`src/rtl/rotary_encoder_step_qualifier_assert.svh`:
```
// Assertion macros for the rotary encoder step qualifier.
`ifndef ROTARY_ENCODER_STEP_QUALIFIER_ASSERT_SVH
`define ROTARY_ENCODER_STEP_QUALIFIER_ASSERT_SVH
`ifndef SYNTH
`define RESE_ASSERT(name, clk, rst_n, prop) \
  name: assert property (@(posedge clk) disable iff (!rst_n) prop) \
    else $error("rese assertion failed");
`define RESE_NEVER(name, clk, rst_n, expr) \
  name: assert property (@(posedge clk) disable iff (!rst_n) !(expr)) \
    else $error("rese forbidden condition seen");
`else
`define RESE_ASSERT(name, clk, rst_n, prop)
`define RESE_NEVER(name, clk, rst_n, expr)
`endif
`endif

```
`src/rtl/rese_pkg.sv`:
```
// Shared types and constants of the rotary encoder step qualifier.
package rese_pkg;

  localparam int unsigned CfgIdxW = 3;
  localparam int unsigned CfgDataW = 16;
  localparam int unsigned WaitW = 16;
  localparam int unsigned CountW = 4;

  typedef enum logic [CfgIdxW-1:0] {
    CFG_TICK_THRESHOLD   = 3'd0,
    CFG_CLOCK_PULSE_MS   = 3'd1,
    CFG_DATA_PULSE_MS    = 3'd2,
    CFG_SWITCH_PULSE_MS  = 3'd3,
    CFG_CLOCK_PAUSE_MS   = 3'd4,
    CFG_DATA_PAUSE_MS    = 3'd5,
    CFG_EVENT_HOLDOFF_MS = 3'd6
  } cfg_idx_e;

  typedef enum logic [1:0] {
    EV_NONE  = 2'd0,
    EV_RIGHT = 2'd1,
    EV_LEFT  = 2'd2,
    EV_PRESS = 2'd3
  } event_e;

  typedef struct packed {
    logic [CountW-1:0] tick_threshold;
    logic [7:0]        clock_pulse_ms;
    logic [7:0]        data_pulse_ms;
    logic [7:0]        switch_pulse_ms;
    logic [WaitW-1:0]  clock_pause_ms;
    logic [WaitW-1:0]  data_pause_ms;
    logic [WaitW-1:0]  event_holdoff_ms;
  } cfg_t;

  localparam cfg_t CfgReset = '{
    tick_threshold:   4'd3,
    clock_pulse_ms:   8'd1,
    data_pulse_ms:    8'd1,
    switch_pulse_ms:  8'd100,
    clock_pause_ms:   16'd4,
    data_pause_ms:    16'd4,
    event_holdoff_ms: 16'd100
  };

endpackage

```
`src/rtl/rese_cfg.sv`:
```
// Configuration register file of the step qualifier.
module rese_cfg (
  input  logic                          clk_i,
  input  logic                          rst_ni,
  input  logic                          cfg_valid_i,
  output logic                          cfg_ready_o,
  input  logic [rese_pkg::CfgIdxW-1:0]  cfg_index_i,
  input  logic [rese_pkg::CfgDataW-1:0] cfg_data_i,
  output rese_pkg::cfg_t                cfg_o
);
  import rese_pkg::*;

  cfg_t cfg_q, cfg_d;

  assign cfg_ready_o = 1'b1;
  assign cfg_o = cfg_q;

  always_comb begin
    cfg_d = cfg_q;
    if (cfg_valid_i) begin
      unique case (cfg_index_i)
        CFG_TICK_THRESHOLD:   cfg_d.tick_threshold   = cfg_data_i[CountW-1:0];
        CFG_CLOCK_PULSE_MS:   cfg_d.clock_pulse_ms   = cfg_data_i[7:0];
        CFG_DATA_PULSE_MS:    cfg_d.data_pulse_ms    = cfg_data_i[7:0];
        CFG_SWITCH_PULSE_MS:  cfg_d.switch_pulse_ms  = cfg_data_i[7:0];
        CFG_CLOCK_PAUSE_MS:   cfg_d.clock_pause_ms   = cfg_data_i[WaitW-1:0];
        CFG_DATA_PAUSE_MS:    cfg_d.data_pause_ms    = cfg_data_i[WaitW-1:0];
        CFG_EVENT_HOLDOFF_MS: cfg_d.event_holdoff_ms = cfg_data_i[WaitW-1:0];
        default: ;
      endcase
    end
  end

  always_ff @(posedge clk_i or negedge rst_ni) begin
    if (!rst_ni) begin
      cfg_q <= CfgReset;
    end else begin
      cfg_q <= cfg_d;
    end
  end

endmodule

```
`src/rtl/rese_core.sv`:
```
// Debounce state and step decision for one pin sample.
module rese_core (
  input  logic                       clk_i,
  input  logic                       rst_ni,
  input  logic                       step_i,
  input  rese_pkg::cfg_t             cfg_i,
  input  logic                       clock_level_i,
  input  logic                       data_level_i,
  input  logic                       switch_level_i,
  output rese_pkg::event_e           event_o,
  output logic [rese_pkg::WaitW-1:0] wait_o
);
  import rese_pkg::*;
  `include "rotary_encoder_step_qualifier_assert.svh"

  logic              clk_seen_q, clk_seen_d;
  logic              dat_seen_q, dat_seen_d;
  logic              sw_seen_q, sw_seen_d;
  logic [CountW-1:0] clk_cnt_q, clk_cnt_d;
  logic [CountW-1:0] dat_cnt_q, dat_cnt_d;

  always_comb begin
    clk_seen_d = clk_seen_q;
    dat_seen_d = dat_seen_q;
    sw_seen_d  = sw_seen_q;
    clk_cnt_d  = clk_cnt_q;
    dat_cnt_d  = dat_cnt_q;
    event_o    = EV_NONE;
    wait_o     = '0;
    unique case ({clock_level_i, data_level_i})
      2'b01: begin
        dat_cnt_d  = '0;
        dat_seen_d = 1'b0;
        if (!clk_seen_q) begin
          clk_seen_d = 1'b1;
          wait_o     = {8'd0, cfg_i.clock_pulse_ms};
        end else begin
          clk_seen_d = 1'b0;
          if (clk_cnt_q < cfg_i.tick_threshold) begin
            clk_cnt_d = clk_cnt_q + CountW'(1);
            wait_o    = cfg_i.clock_pause_ms;
          end else begin
            clk_cnt_d = '0;
            wait_o    = cfg_i.event_holdoff_ms;
            event_o   = EV_RIGHT;
          end
        end
      end
      2'b10: begin
        clk_cnt_d  = '0;
        clk_seen_d = 1'b0;
        if (!dat_seen_q) begin
          dat_seen_d = 1'b1;
          wait_o     = {8'd0, cfg_i.data_pulse_ms};
        end else begin
          dat_seen_d = 1'b0;
          if (dat_cnt_q < cfg_i.tick_threshold) begin
            dat_cnt_d = dat_cnt_q + CountW'(1);
            wait_o    = cfg_i.data_pause_ms;
          end else begin
            dat_cnt_d = '0;
            wait_o    = cfg_i.event_holdoff_ms;
            event_o   = EV_LEFT;
          end
        end
      end
      2'b11: begin
        clk_seen_d = 1'b0;
        dat_seen_d = 1'b0;
        clk_cnt_d  = '0;
        dat_cnt_d  = '0;
        if (!switch_level_i) begin
          if (!sw_seen_q) begin
            sw_seen_d = 1'b1;
            wait_o    = {8'd0, cfg_i.switch_pulse_ms};
          end else begin
            sw_seen_d = 1'b0;
            wait_o    = cfg_i.event_holdoff_ms;
            event_o   = EV_PRESS;
          end
        end
      end
      default: ;
    endcase
  end

  always_ff @(posedge clk_i or negedge rst_ni) begin
    if (!rst_ni) begin
      clk_seen_q <= 1'b0;
      dat_seen_q <= 1'b0;
      sw_seen_q  <= 1'b0;
      clk_cnt_q  <= '0;
      dat_cnt_q  <= '0;
    end else if (step_i) begin
      clk_seen_q <= clk_seen_d;
      dat_seen_q <= dat_seen_d;
      sw_seen_q  <= sw_seen_d;
      clk_cnt_q  <= clk_cnt_d;
      dat_cnt_q  <= dat_cnt_d;
    end
  end

  // only one direction can be mid-pulse
  `RESE_NEVER(a_one_dir_seen, clk_i, rst_ni, clk_seen_q && dat_seen_q)
  `RESE_ASSERT(a_right_clears, clk_i, rst_ni,
               (step_i && event_o == EV_RIGHT) |=> (clk_cnt_q == '0 && !clk_seen_q))
  `RESE_ASSERT(a_left_clears, clk_i, rst_ni,
               (step_i && event_o == EV_LEFT) |=> (dat_cnt_q == '0 && !dat_seen_q))
  `RESE_ASSERT(a_press_clears, clk_i, rst_ni,
               (step_i && event_o == EV_PRESS) |=> !sw_seen_q)

endmodule

```
`src/rtl/rotary_encoder_step_qualifier.sv`:
```
// Top level of the rotary encoder step qualifier.
//
//  channel | direction | handshake             | payload
//  in      | input     | in_valid_i/in_stall_o | clock_level_i data_level_i switch_level_i
//  out     | output    | out_valid_o/out_stall_i | event_code_o wait_ms_o
//  cfg     | input     | cfg_valid_i/cfg_ready_o | cfg_index_i cfg_data_i
//
// One sample per cycle unless the output stalls; a sample waits in the input register,
// passes the step logic and its result is offered from the result register.
// Reset loads the register defaults and clears all debounce state; no clearing pass.
// A stalled result holds the input register, which then stalls the input side.
// The config port is always ready.
module rotary_encoder_step_qualifier (
  input  logic                          clk_i,
  input  logic                          rst_ni,
  input  logic                          in_valid_i,
  output logic                          in_stall_o,
  input  logic                          clock_level_i,
  input  logic                          data_level_i,
  input  logic                          switch_level_i,
  output logic                          out_valid_o,
  input  logic                          out_stall_i,
  output logic [1:0]                    event_code_o,
  output logic [rese_pkg::WaitW-1:0]    wait_ms_o,
  input  logic                          cfg_valid_i,
  output logic                          cfg_ready_o,
  input  logic [rese_pkg::CfgIdxW-1:0]  cfg_index_i,
  input  logic [rese_pkg::CfgDataW-1:0] cfg_data_i
);
  import rese_pkg::*;

  cfg_t             cfg;
  logic             in_valid_q;
  logic             clk_lvl_q, dat_lvl_q, sw_lvl_q;
  logic             out_valid_q;
  event_e           event_q, event_d;
  logic [WaitW-1:0] wait_q, wait_d;
  logic             advance, accept;

  assign advance    = in_valid_q && (!out_valid_q || !out_stall_i);
  assign in_stall_o = in_valid_q && !advance;
  assign accept     = in_valid_i && !in_stall_o;

  rese_cfg u_cfg (
    .clk_i       (clk_i),
    .rst_ni      (rst_ni),
    .cfg_valid_i (cfg_valid_i),
    .cfg_ready_o (cfg_ready_o),
    .cfg_index_i (cfg_index_i),
    .cfg_data_i  (cfg_data_i),
    .cfg_o       (cfg)
  );

  rese_core u_core (
    .clk_i          (clk_i),
    .rst_ni         (rst_ni),
    .step_i         (advance),
    .cfg_i          (cfg),
    .clock_level_i  (clk_lvl_q),
    .data_level_i   (dat_lvl_q),
    .switch_level_i (sw_lvl_q),
    .event_o        (event_d),
    .wait_o         (wait_d)
  );

  always_ff @(posedge clk_i or negedge rst_ni) begin
    if (!rst_ni) begin
      in_valid_q <= 1'b0;
    end else if (accept) begin
      in_valid_q <= 1'b1;
    end else if (advance) begin
      in_valid_q <= 1'b0;
    end
  end

  always_ff @(posedge clk_i) begin
    if (accept) begin
      clk_lvl_q <= clock_level_i;
      dat_lvl_q <= data_level_i;
      sw_lvl_q  <= switch_level_i;
    end
  end

  always_ff @(posedge clk_i or negedge rst_ni) begin
    if (!rst_ni) begin
      out_valid_q <= 1'b0;
    end else if (advance) begin
      out_valid_q <= 1'b1;
    end else if (!out_stall_i) begin
      out_valid_q <= 1'b0;
    end
  end

  always_ff @(posedge clk_i) begin
    if (advance) begin
      event_q <= event_d;
      wait_q  <= wait_d;
    end
  end

  assign out_valid_o  = out_valid_q;
  assign event_code_o = event_q;
  assign wait_ms_o    = wait_q;

endmodule

```
`config.mk`:
```
export PLATFORM = sky130hd
export DESIGN_NAME = rotary_encoder_step_qualifier
export DESIGN_NICKNAME = d
export VERILOG_FILES = /design/src/rtl/rese_pkg.sv /design/src/rtl/rese_cfg.sv /design/src/rtl/rese_core.sv /design/src/rtl/rotary_encoder_step_qualifier.sv
export VERILOG_INCLUDE_DIRS = /design/src /design/src/rtl
export SDC_FILE = /design/constraint.sdc
export NUM_CORES = 1
export LEC_CHECK = 0
export BUFFER_PORTS_ARGS = -buffer_cell sky130_fd_sc_hd__buf_2
export CAP_MARGIN = 0
export CORE_MARGIN = 1.5
export CORE_UTILIZATION = 45
export CTS_CLUSTER_SIZE = 20
export DETAILED_ROUTE_END_ITERATION = 8
export GPL_TIMING_DRIVEN = 0
export PLACE_DENSITY = 0.63
export SLEW_MARGIN = 25
export SYNTH_ARGS = -nofsm -noshare
export SYNTH_HDL_FRONTEND = slang
export SYNTH_HIERARCHICAL = 1
export SYNTH_SLANG_ARGS = --single-unit
```
`constraint.sdc`:
```
create_clock -name clk_i -period 3.3 [get_ports clk_i]
set_input_delay 0 -clock clk_i [delete_from_list [all_inputs] [get_ports clk_i]]
set_output_delay 0 -clock clk_i [all_outputs]
set_load 0.02 [all_outputs]
```
Yosys cells after proc, flatten, opt, wreduce, memory -nomap -nowiden

Index checks and enable logic that the tools add are counted.

Word-level logic and storage cells: 91
Input port bits: 27
Bits in registers: 110
Output and inout port bits: 21

Add/sub/neg operators: 2
Equal/unequal tests: 12
Order comparisons: 2
Reductions and logical operators: 26
Multiplexer cells: 29
Bitwise operators: 1

Operators by type and width:

| cell                | number |
|---|---|
| $mux 16             | 6 |
| $pmux 16 s3         | 1 |
| $reduce_and 2->1    | 9 |
| $mux 4              | 4 |
| $pmux 4 s2          | 2 |
| $mux 2              | 5 |
| $eq 3x3->1 const B  | 3 |
| $reduce_and 3->1    | 3 |
| $add 4x1->4 const B | 2 |
| $lt 4x4->1          | 2 |
| $mux 1              | 8 |
| $eq 3x2->1 const B  | 2 |
| $ne 2x1->1 const B  | 3 |
| $pmux 2 s3          | 1 |
| $reduce_bool 2->1   | 3 |
| $eq 2x2->1 const B  | 2 |
| $logic_not 1->1     | 4 |
| $pmux 1 s2          | 2 |
| $reduce_or 2->1     | 2 |
| $eq 3x1->1 const B  | 1 |
| $logic_and 1x1->1   | 3 |
| $logic_not 3->1     | 1 |
| $eq 2x1->1 const B  | 1 |
| $logic_or 1x1->1    | 1 |
| $not 1->1           | 1 |

Logic depth before layout (Yosys ltp)

Gate-level depths: netlist (run 1).

Depth after elaboration: 8
Gate-level depth with buffers: 8
Gate-level depth less buffers: 7

Hierarchy

The synthesis (run 1) kept the hierarchy.

Modules (own cells, without submodules):

| module                        | seq. area each (µm²) | cells an instance | area each (µm²) | instances |
|---|---|---|---|---|
| rese_cfg                      | 1916.8               | 168               | 2911.5          | 1 |
| rese_core                     | 275.3                | 212               | 1525.2          | 1 |
| rotary_encoder_step_qualifier | 680.7                | 29                | 723.2           | 1 |

Worst setup path before layout (run 1)

No wires, ideal clock.

Path type: register -> register
From: register out_valid_q, in the netlist out_valid_o
To: register u_core.clk_cnt_q[2]
Data arrival time: 2.845 ns
Path buffers: 1
Cell stages (with the launch flop): 6
Data required time: 3.205 ns
Setup slack: 0.359 ns
Setup time: 0.095 ns
Period minus slack after synthesis: 2.941 ns
Path through: dfrtp_1 -> a21boi_0 -> clkbuf_1 -> nand3_1 -> mux2_2 -> o31ai_1

Word-level cells in the longest chain between the ends: 4

RTL lines:

| element                           | line                                | RTL |
|---|---|---|
| start, declared                   | rotary_encoder_step_qualifier.sv:35 | `logic out_valid_q;` |
| start signal, assigned            | rotary_encoder_step_qualifier.sv:86 | `out_valid_q <= 1'b0;` |
| start signal, assigned            | rotary_encoder_step_qualifier.sv:88 | `out_valid_q <= 1'b1;` |
| start signal, assigned            | rotary_encoder_step_qualifier.sv:90 | `out_valid_q <= 1'b0;` |
| $logic_not 1->1                   | rotary_encoder_step_qualifier.sv:40 | `assign advance = in_valid_q && (!out_valid_q \|\| !out_stall_i);` |
| $logic_or 1x1->1                  | rotary_encoder_step_qualifier.sv:40 |  |
| $logic_and 1x1->1                 | rotary_encoder_step_qualifier.sv:40 |  |
| named net advance                 | rotary_encoder_step_qualifier.sv:38 | `logic advance, accept;` |
| $reduce_and 3->1 (no source line) | --                                  |  |
| end signal, assigned              | rese_core.sv:98                     | `clk_cnt_q <= clk_cnt_d;` |
| end, declared                     | rese_core.sv:19                     | `logic [CountW-1:0] clk_cnt_q, clk_cnt_d;` |

The timed path passes the listed nets, and every way through them passes these cells.
A chain may end at the register's enable or synchronous reset.

Worst setup path after layout (run 1)

From: register u_cfg.cfg_q, in the netlist u_cfg/cfg_o[73]
To: register wait_q[15], in the netlist wait_ms_o[15], data pin

Word-level cells in the longest chain between the ends: 4
Elaborated cells between the ends (all ways): 7
Classes of those cells: order compare: 2; mux: 5

RTL lines:

| element                              | line                                | RTL |
|---|---|---|
| start, declared                      | rese_cfg.sv:13                      | `cfg_t cfg_q, cfg_d;` |
| start signal, assigned               | rese_cfg.sv:36                      | `cfg_q <= CfgReset;` |
| start signal, assigned               | rese_cfg.sv:38                      | `cfg_q <= cfg_d;` |
| $lt 4x4->1, on equally long branches | rese_core.sv:57, rese_core.sv:39    |  |
| $mux 16, on equally long branches    | rese_core.sv:57, rese_core.sv:39    |  |
| $mux 16, on equally long branches    | rese_core.sv:52, rese_core.sv:34    |  |
| $pmux 16 s3 (*)                      | rese_core.sv:30                     | `unique case ({clock_level_i, data_level_i})` |
| named net wait_d[15]                 | rotary_encoder_step_qualifier.sv:37 | `logic [WaitW-1:0] wait_q, wait_d;` |
| end signal, assigned                 | rotary_encoder_step_qualifier.sv:97 | `wait_q <= wait_d;` |
| end, declared                        | rotary_encoder_step_qualifier.sv:37 |  |

Mark *: on every way through the listed nets, which the timed path passes. The rest lies on a longest branch.

==> results of run 1 <==
-- worst register-to-register path, cell delays in order (launching register included) --
cell      delay (ps)
dfstp_2          550
inv_1             70
ha_1             290
o211ai_1         210
o21a_2           310
o21ai_2          110
a31o_4           260
a221o_1          390
-- logic make-up after synthesis --
| group | share of synthesized area |
|---|---|
| multiplexers | 0.188 |
| flip-flops | 0.557 |
| AND/OR/NAND/NOR | 0.112 |
| buffers and inverters | 0.0242 |
| AO/OA/AOI/OAI | 0.0941 |
| other | 0.000727 |
| adder cells (fa/ha/maj) | 0.0194 |
| XOR/XNOR | 0.00509 |
-- timing repair --
action                                 CTS  global route
gates resized for setup                  0             0
hold buffers                            23             0
endpoints found under the hold margin  157             0
-- state kept, by name (all words and copies together), names as in the netlist, 2 cells and up --
register          flops
wait_ms_o            16
event_code_o          2
u_core/dat_cnt_q      4
u_core/clk_cnt_q      4
u_cfg/cfg_o          76
-- metrics by stage --
step / total power [mW] / setup TNS, ps / setup WS, ps / utilization
3_3_place_gp: 3.02 / -13000 / -999 / 0.504
5_1_grt: 4.34 / 0 / 786 / 0.556
6_report: 4.10 / 0 / 860 / 0.556
2_1_floorplan: 2.69 / 0 / 359 / -
3_5_place_dp: 3.08 / 0 / 892 / 0.511
4_1_cts: 4.12 / 0 / 872 / 0.556
-- power groups by stage --
stage	logic, mW	registers (mW)	clock network, mW
floorplan	0.785	1.90	0
global placement	1.13	1.90	0
detailed placement	1.17	1.91	0
CTS	1.20	1.89	1.04
global route	1.32	1.93	1.09
finish	1.20	1.89	1.02
-- cells in the final DEF, fill, tap and decap left out, types with 3 or more instances in the layout --
cell type,instances
and3_1,9
a211o_1,7
a31oi_1,7
nand3_1,21
ha_1,8
nand2b_1,3
clkbuf_16,9
buf_2,54
a21o_1,4
o21ai_1,3
inv_1,6
dlygate4sd3_1,23
clkinv_4,3
dfstp_2,12
mux2_1,10
edfxtp_1,21
o31ai_1,3
nor2_1,25
nand2_1,27
clkbuf_1,6
xnor2_1,3
o21ai_0,21
dfrtp_1,77
a221o_1,8
mux2_2,69
mux2i_1,8
-- routing by layer --
| metal | GRT usage | up-vias |
|---|---|---|
| met5 | 0 | - |
| met4 | 0.0909 | 0 |
| met3 | 0.0312 | 22 |
| met1 | 0.298 | 1791 |
| li1 | - | 1668 |
| met2 | 0.361 | 76 |
-- worst paths after layout --
path                                 start         endpoint  slack (ps)  cells after the start
max in group asynchronous           rst_ni  u_cfg/cfg_o[64]        2600                      3
min in group clk_i          cfg_index_i[0]  u_cfg/cfg_o[75]         150                      3
max                        u_cfg/cfg_o[73]    wait_ms_o[15]         860                      7
max reg2reg                u_cfg/cfg_o[73]    wait_ms_o[15]         860                      7
min                                 rst_ni  u_cfg/cfg_o[57]          80                      2
min reg2reg                u_cfg/cfg_o[39]  u_cfg/cfg_o[39]         490                      1
-- layout make-up --
cell class / instances / share of cell area
Inverter: 6 / 0.00367
Multi-Input combinational cell: 273 / 0.354
Clock inverter: 7 / 0.00815
Buffer: 20 / 0.0167
Timing Repair Buffer: 70 / 0.0842
Sequential cell: 110 / 0.468
Tap cell: 140 / 0.0285
Clock buffer: 9 / 0.0367
==> flow_summary.json, run 1 <==
{
  "outcome": "finished, final reports clean",
  "grt_max_degree": 64,
  "grt_pass1_vias": 3627,
  "worst_path_largest_cell_delay_ps": 550,
  "path_buf_inv": 1,
  "fin_worst_skew_ps": 8.63,
  "fmax_ghz": 0.410,
  "finalHoldViolations": 0,
  "synthFlopType": "dfrtp_1",
  "io_pins": 48,
  "synthArstFlopShare": 0.809,
  "rows": 38,
  "highest_layer": "met4",
  "sw_frac_of_total": 0.333,
  "cp_cell_sequence": "inv_1, ha_1, o211ai_1, o21a_2, o21ai_2, a31o_4, a221o_1",
  "ctsLongestPathBuffers": 2,
  "maxCapViolCount": 0,
  "slew_headroom": 0.329,
  "end_kind": "flop",
  "cts_tree": "built",
  "fillers": 960,
  "cp_slowest_cell": "dfstp_2",
  "vdd_ir_drop_max_mv": 0.304,
  "syn_nets": 444,
  "finalMaxSlewViolations": 0,
  "combPwrFrac": 0.293,
  "core-area_um2": 11000,
  "synth.area.top_cells": "dfrtp_1 37%, mux2_2 15%, edfxtp_1 12%",
  "ys_seq_area_frac": 0.557,
  "dpl-instance-area_um2": 5630,
  "period_share": 0.739,
  "synth_top_area_share": 0.373,
  "synthTopCellsByCount": "77 x dfrtp_1, 69 x mux2_2, 27 x nand2_1",
  "drt_iter0_markers": 208,
  "rsz0062_at_grt": "no",
  "numPlacedInstances": 596,
  "clock-sinks": 110,
  "synth_edf_count": 21,
  "timing.hold.ws_ps": 84.9,
  "die_w_um": 110,
  "grt_pass1_wl_mm": 19.5,
  "drive_gt1_frac": 0.343,
  "clkPwrFrac": 0.248,
  "cts_setup_buffers": 0,
  "cp_max_fo": 8,
  "clk-insertion-delay-late_ps": 350,
  "clk_pin_slew_ps": 70,
  "routed_via_density": 5.60,
  "drtAntennaViolNets": 0,
  "cp.arrival_ps": 2530,
  "first_pass_iters": 5,
  "multi_input_area_um2": 2170,
  "switchingPower_mw": 1.36,
  "wl_met1_mm": 5.44,
  "stdcell_area_um2": 6140,
  "cts.htree.levels": 3,
  "synth.distinct_cells": 56,
  "worst_pin_slew_ps": 999,
  "synthToLayoutAreaGrowth_pct": 19.0,
  "fp.dieH_um": 110,
  "cts_root_buf": "clkbuf_16",
  "seqPwrFrac": 0.460,
  "antennaDiodeCount": 0,
  "dr_wl_met2_mm": 5.85,
  "antenna_found_initial": 0,
  "p_leak_nw": 2.71,
  "critical_path_class": "flop to flop",
  "yosys_warnings": 6,
  "final_nets": 525,
  "grt_usage": 0.221,
  "setup_viol": 0,
  "netlist_instances": 409,
  "place.gp.congestion": 0.768,
  "wl_per_cell_um": 18.9,
  "wl_met3_um": 456,
  "num_vias": 3557,
  "crit_family": "compound AO/OA/AOI/OAI gates",
  "syn_area_um2": 5160,
  "drc": 0,
  "power_density_nw_per_um2": 668,
  "power.internal_mw": 2.74,
  "ys_ff_latch": 110,
  "seq_area_um2": 2870,
  "layout.cells.non_filler": 635,
  "synth.avg_cell_area_um2": 12.6,
  "initial_core_util": 0.468,
  "period_needed_ps": 2440,
  "yosysMostFrequentCell": "dfrtp_1",
  "portBuffers": 45,
  "synth_largest_area_cell": "dfrtp_1",
  "hold_class": "primary input to async pin",
  "cts_inserted_buffers": 9,
  "hpwl_mm": 7.79,
  "wl_mm": 12.0,
  "overflow": 0,
  "die_area_um2": 12100,
  "startpoint_type": "flop",
  "worstPathRequired_ps": 3390
}
Power figures use the tool's default switching activity.
==> run 2: changes to the inputs <==
- clock period: 3.3 -> 2.5 ns (I/O delays scaled with it)
==> run 2 against run 1 <==
Compared with the run above: setup slack got worse by 820 ps; register-to-register slack got worse by 820 ps; final cell count increased by 0.16%; non-clock buffer count increased by 1; clock skew decreased by 3.6 ps; sequential share of layout area about the same; maximum frequency decreased by 0.71%; first-iteration DRC count decreased by 24%; die area unchanged; clock-buffer cell count increased by 3; utilization about the same; critical path type unchanged; critical endpoint is now wait_ms_o[0]; largest power group unchanged.
==> flow_summary.json, run 2 (synthesis results as in run 1) <==
{
  "die_area_um2": 12100,
  "drt_iter0_markers": 159,
  "critPathLaunch": "u_cfg/cfg_o[73]",
  "worstPathRequired_ps": 2630,
  "path_buf_inv": 2,
  "core-area_um2": 11000,
  "cts.htree.levels": 3,
  "rows": 38,
  "tns_ps": 0,
  "clock-sinks": 110,
  "ctsLongestPathBuffers": 2,
  "final_nets": 526,
  "wl_mm": 11.9,
  "mostFrequentLayoutCell": "dfrtp_1",
  "worst_pin_slew_ps": 828,
  "p_leak_nw": 2.72,
  "end_kind": "flop",
  "clk_pin_slew_ps": 70,
  "setup_viol": 0,
  "rsz0062_at_grt": "no",
  "grt_max_degree": 73,
  "fillers": 962,
  "layout_common_cells": "77 x dfrtp_1, 69 x mux2_2, 54 x buf_2",
  "cts_inserted_buffers": 9,
  "cpMostUsedCell": "inv_1",
  "cp_slowest_cell": "o21ai_1",
  "reg2reg_depth": 7,
  "startpoint_type": "flop",
  "io_pins": 48,
  "fmax_ghz": 0.407,
  "finalPower_mw": 5.42,
  "grt_usage": 0.217,
  "timing.rr.end": "wait_ms_o[0]",
  "largest_register_ffs": 76,
  "clk-insertion-delay-late_ps": 350,
  "synthToLayoutAreaGrowth_pct": 19.0,
  "crit_path_end": "wait_ms_o[0]",
  "fp.dieH_um": 110,
  "worst-path-stages": 7,
  "finalMaxSlewViolations": 0,
  "drtAntennaViolNets": 0,
  "finalHoldViolations": 0,
  "critical_path_class": "flop to flop",
  "hpwl_mm": 7.79,
  "r2r-start": "u_cfg/cfg_o[73]",
  "wl_per_cell_um": 18.8,
  "period_share": 0.983,
  "vdd_ir_drop_max_mv": 0.556,
  "cts_tree": "built",
  "fin_worst_skew_ps": 5.08,
  "reg2reg_slack_ps": 40,
  "grt_pass1_wl_mm": 19.3,
  "routed_via_density": 5.61,
  "cp.arrival_ps": 2580,
  "maxCapViolCount": 0,
  "crit_family": "compound AO/OA/AOI/OAI gates",
  "cp_max_fo": 8,
  "antennaDiodeCount": 0,
  "drive_gt1_frac": 0.347,
  "hold_class": "primary input to async pin",
  "overflow": 0,
  "die_w_um": 110,
  "pre_cts_ws_ps": 44.9,
  "utilization": 0.557,
  "slew_headroom": 0.444,
  "num_vias": 3566,
  "period_needed_ps": 2460,
  "outcome": "finished, final reports clean",
  "power_density_nw_per_um2": 882,
  "grt_pass1_vias": 3635,
  "initial_core_util": 0.468,
  "layout_setup_ws_ps": 42.5,
  "drc": 0,
  "timing.hold.ws_ps": 51.6,
  "antenna_found_initial": 0,
  "cp_cell_sequence": "inv_1, ha_1, inv_1, o21ai_1, nand3_1, and3_1, o21ai_0",
  "first_pass_iters": 4,
  "cts_root_buf": "clkbuf_16",
  "place.gp.congestion": 0.765,
  "worst_path_largest_cell_delay_ps": 660,
  "portBuffers": 45
}
run 2: cell types whose count changed in the layout (fill, tap and decap cells not counted), sizes merged:
cell | previous run | this run
buf | 61 | 62
clkbuf | 15 | 18
clkinv | 5 | 3
clkinvlp | 1 | 0
run 2: worst min-delay path by stage:
stage | start | cells after the start | end | slack, ps
2_1_floorplan | rst_ni | 0 | in_valid_q | -300
3_3_place_gp | clock_level_i | 1 | clk_lvl_q | 180
3_5_place_dp | rst_ni | 1 | u_cfg/cfg_o[58] | -150
4_1_cts | rst_ni | 2 | u_cfg/cfg_o[58] | 40
5_1_grt | rst_ni | 2 | u_cfg/cfg_o[58] | 50
6_report | rst_ni | 2 | u_cfg/cfg_o[58] | 50
run 2: repair_timing:
action,CTS,global route
buffers inserted,0,1
pin swaps,0,1
hold buffers,23,0
hold endpoints to repair,164,0
cloned,0,0
gates resized for setup,1,0
endpoints found under the setup margin,1,4
run 2: final cells by class:
cell class                      count  area (um^2)  share of cell area
Sequential cell                   110         2870               0.468
Multi-Input combinational cell    273         2180               0.354
Timing Repair Buffer               71          524              0.0854
Clock buffer                       12          246              0.0401
Tap cell                          140          175              0.0285
Buffer                             20          103              0.0167
Inverter                            6         22.5             0.00367
Clock inverter                      4         21.3             0.00346
run 2: routing by layer:
metal | part of all wire | global-route usage
met3 | 0.049 | 0.0482
met2 | 0.49 | 0.355
met5 | 0 | 0
met4 | 0.014 | 0.0677
met1 | 0.44 | 0.287
run 2: where the power goes:
group	internal, mW	total [mW]	switching [mW]
Sequential	2.26	2.49	0.231
Clock	0.700	1.31	0.612
Combinational	0.692	1.61	0.923
run 2: per-stage QoR:
step	instances	cell area, um^2
after global placement	594	5560
after global routing	636	6140
final	636	6140
after floorplan	409	5160
after detailed placement	596	5630
after CTS	635	6130
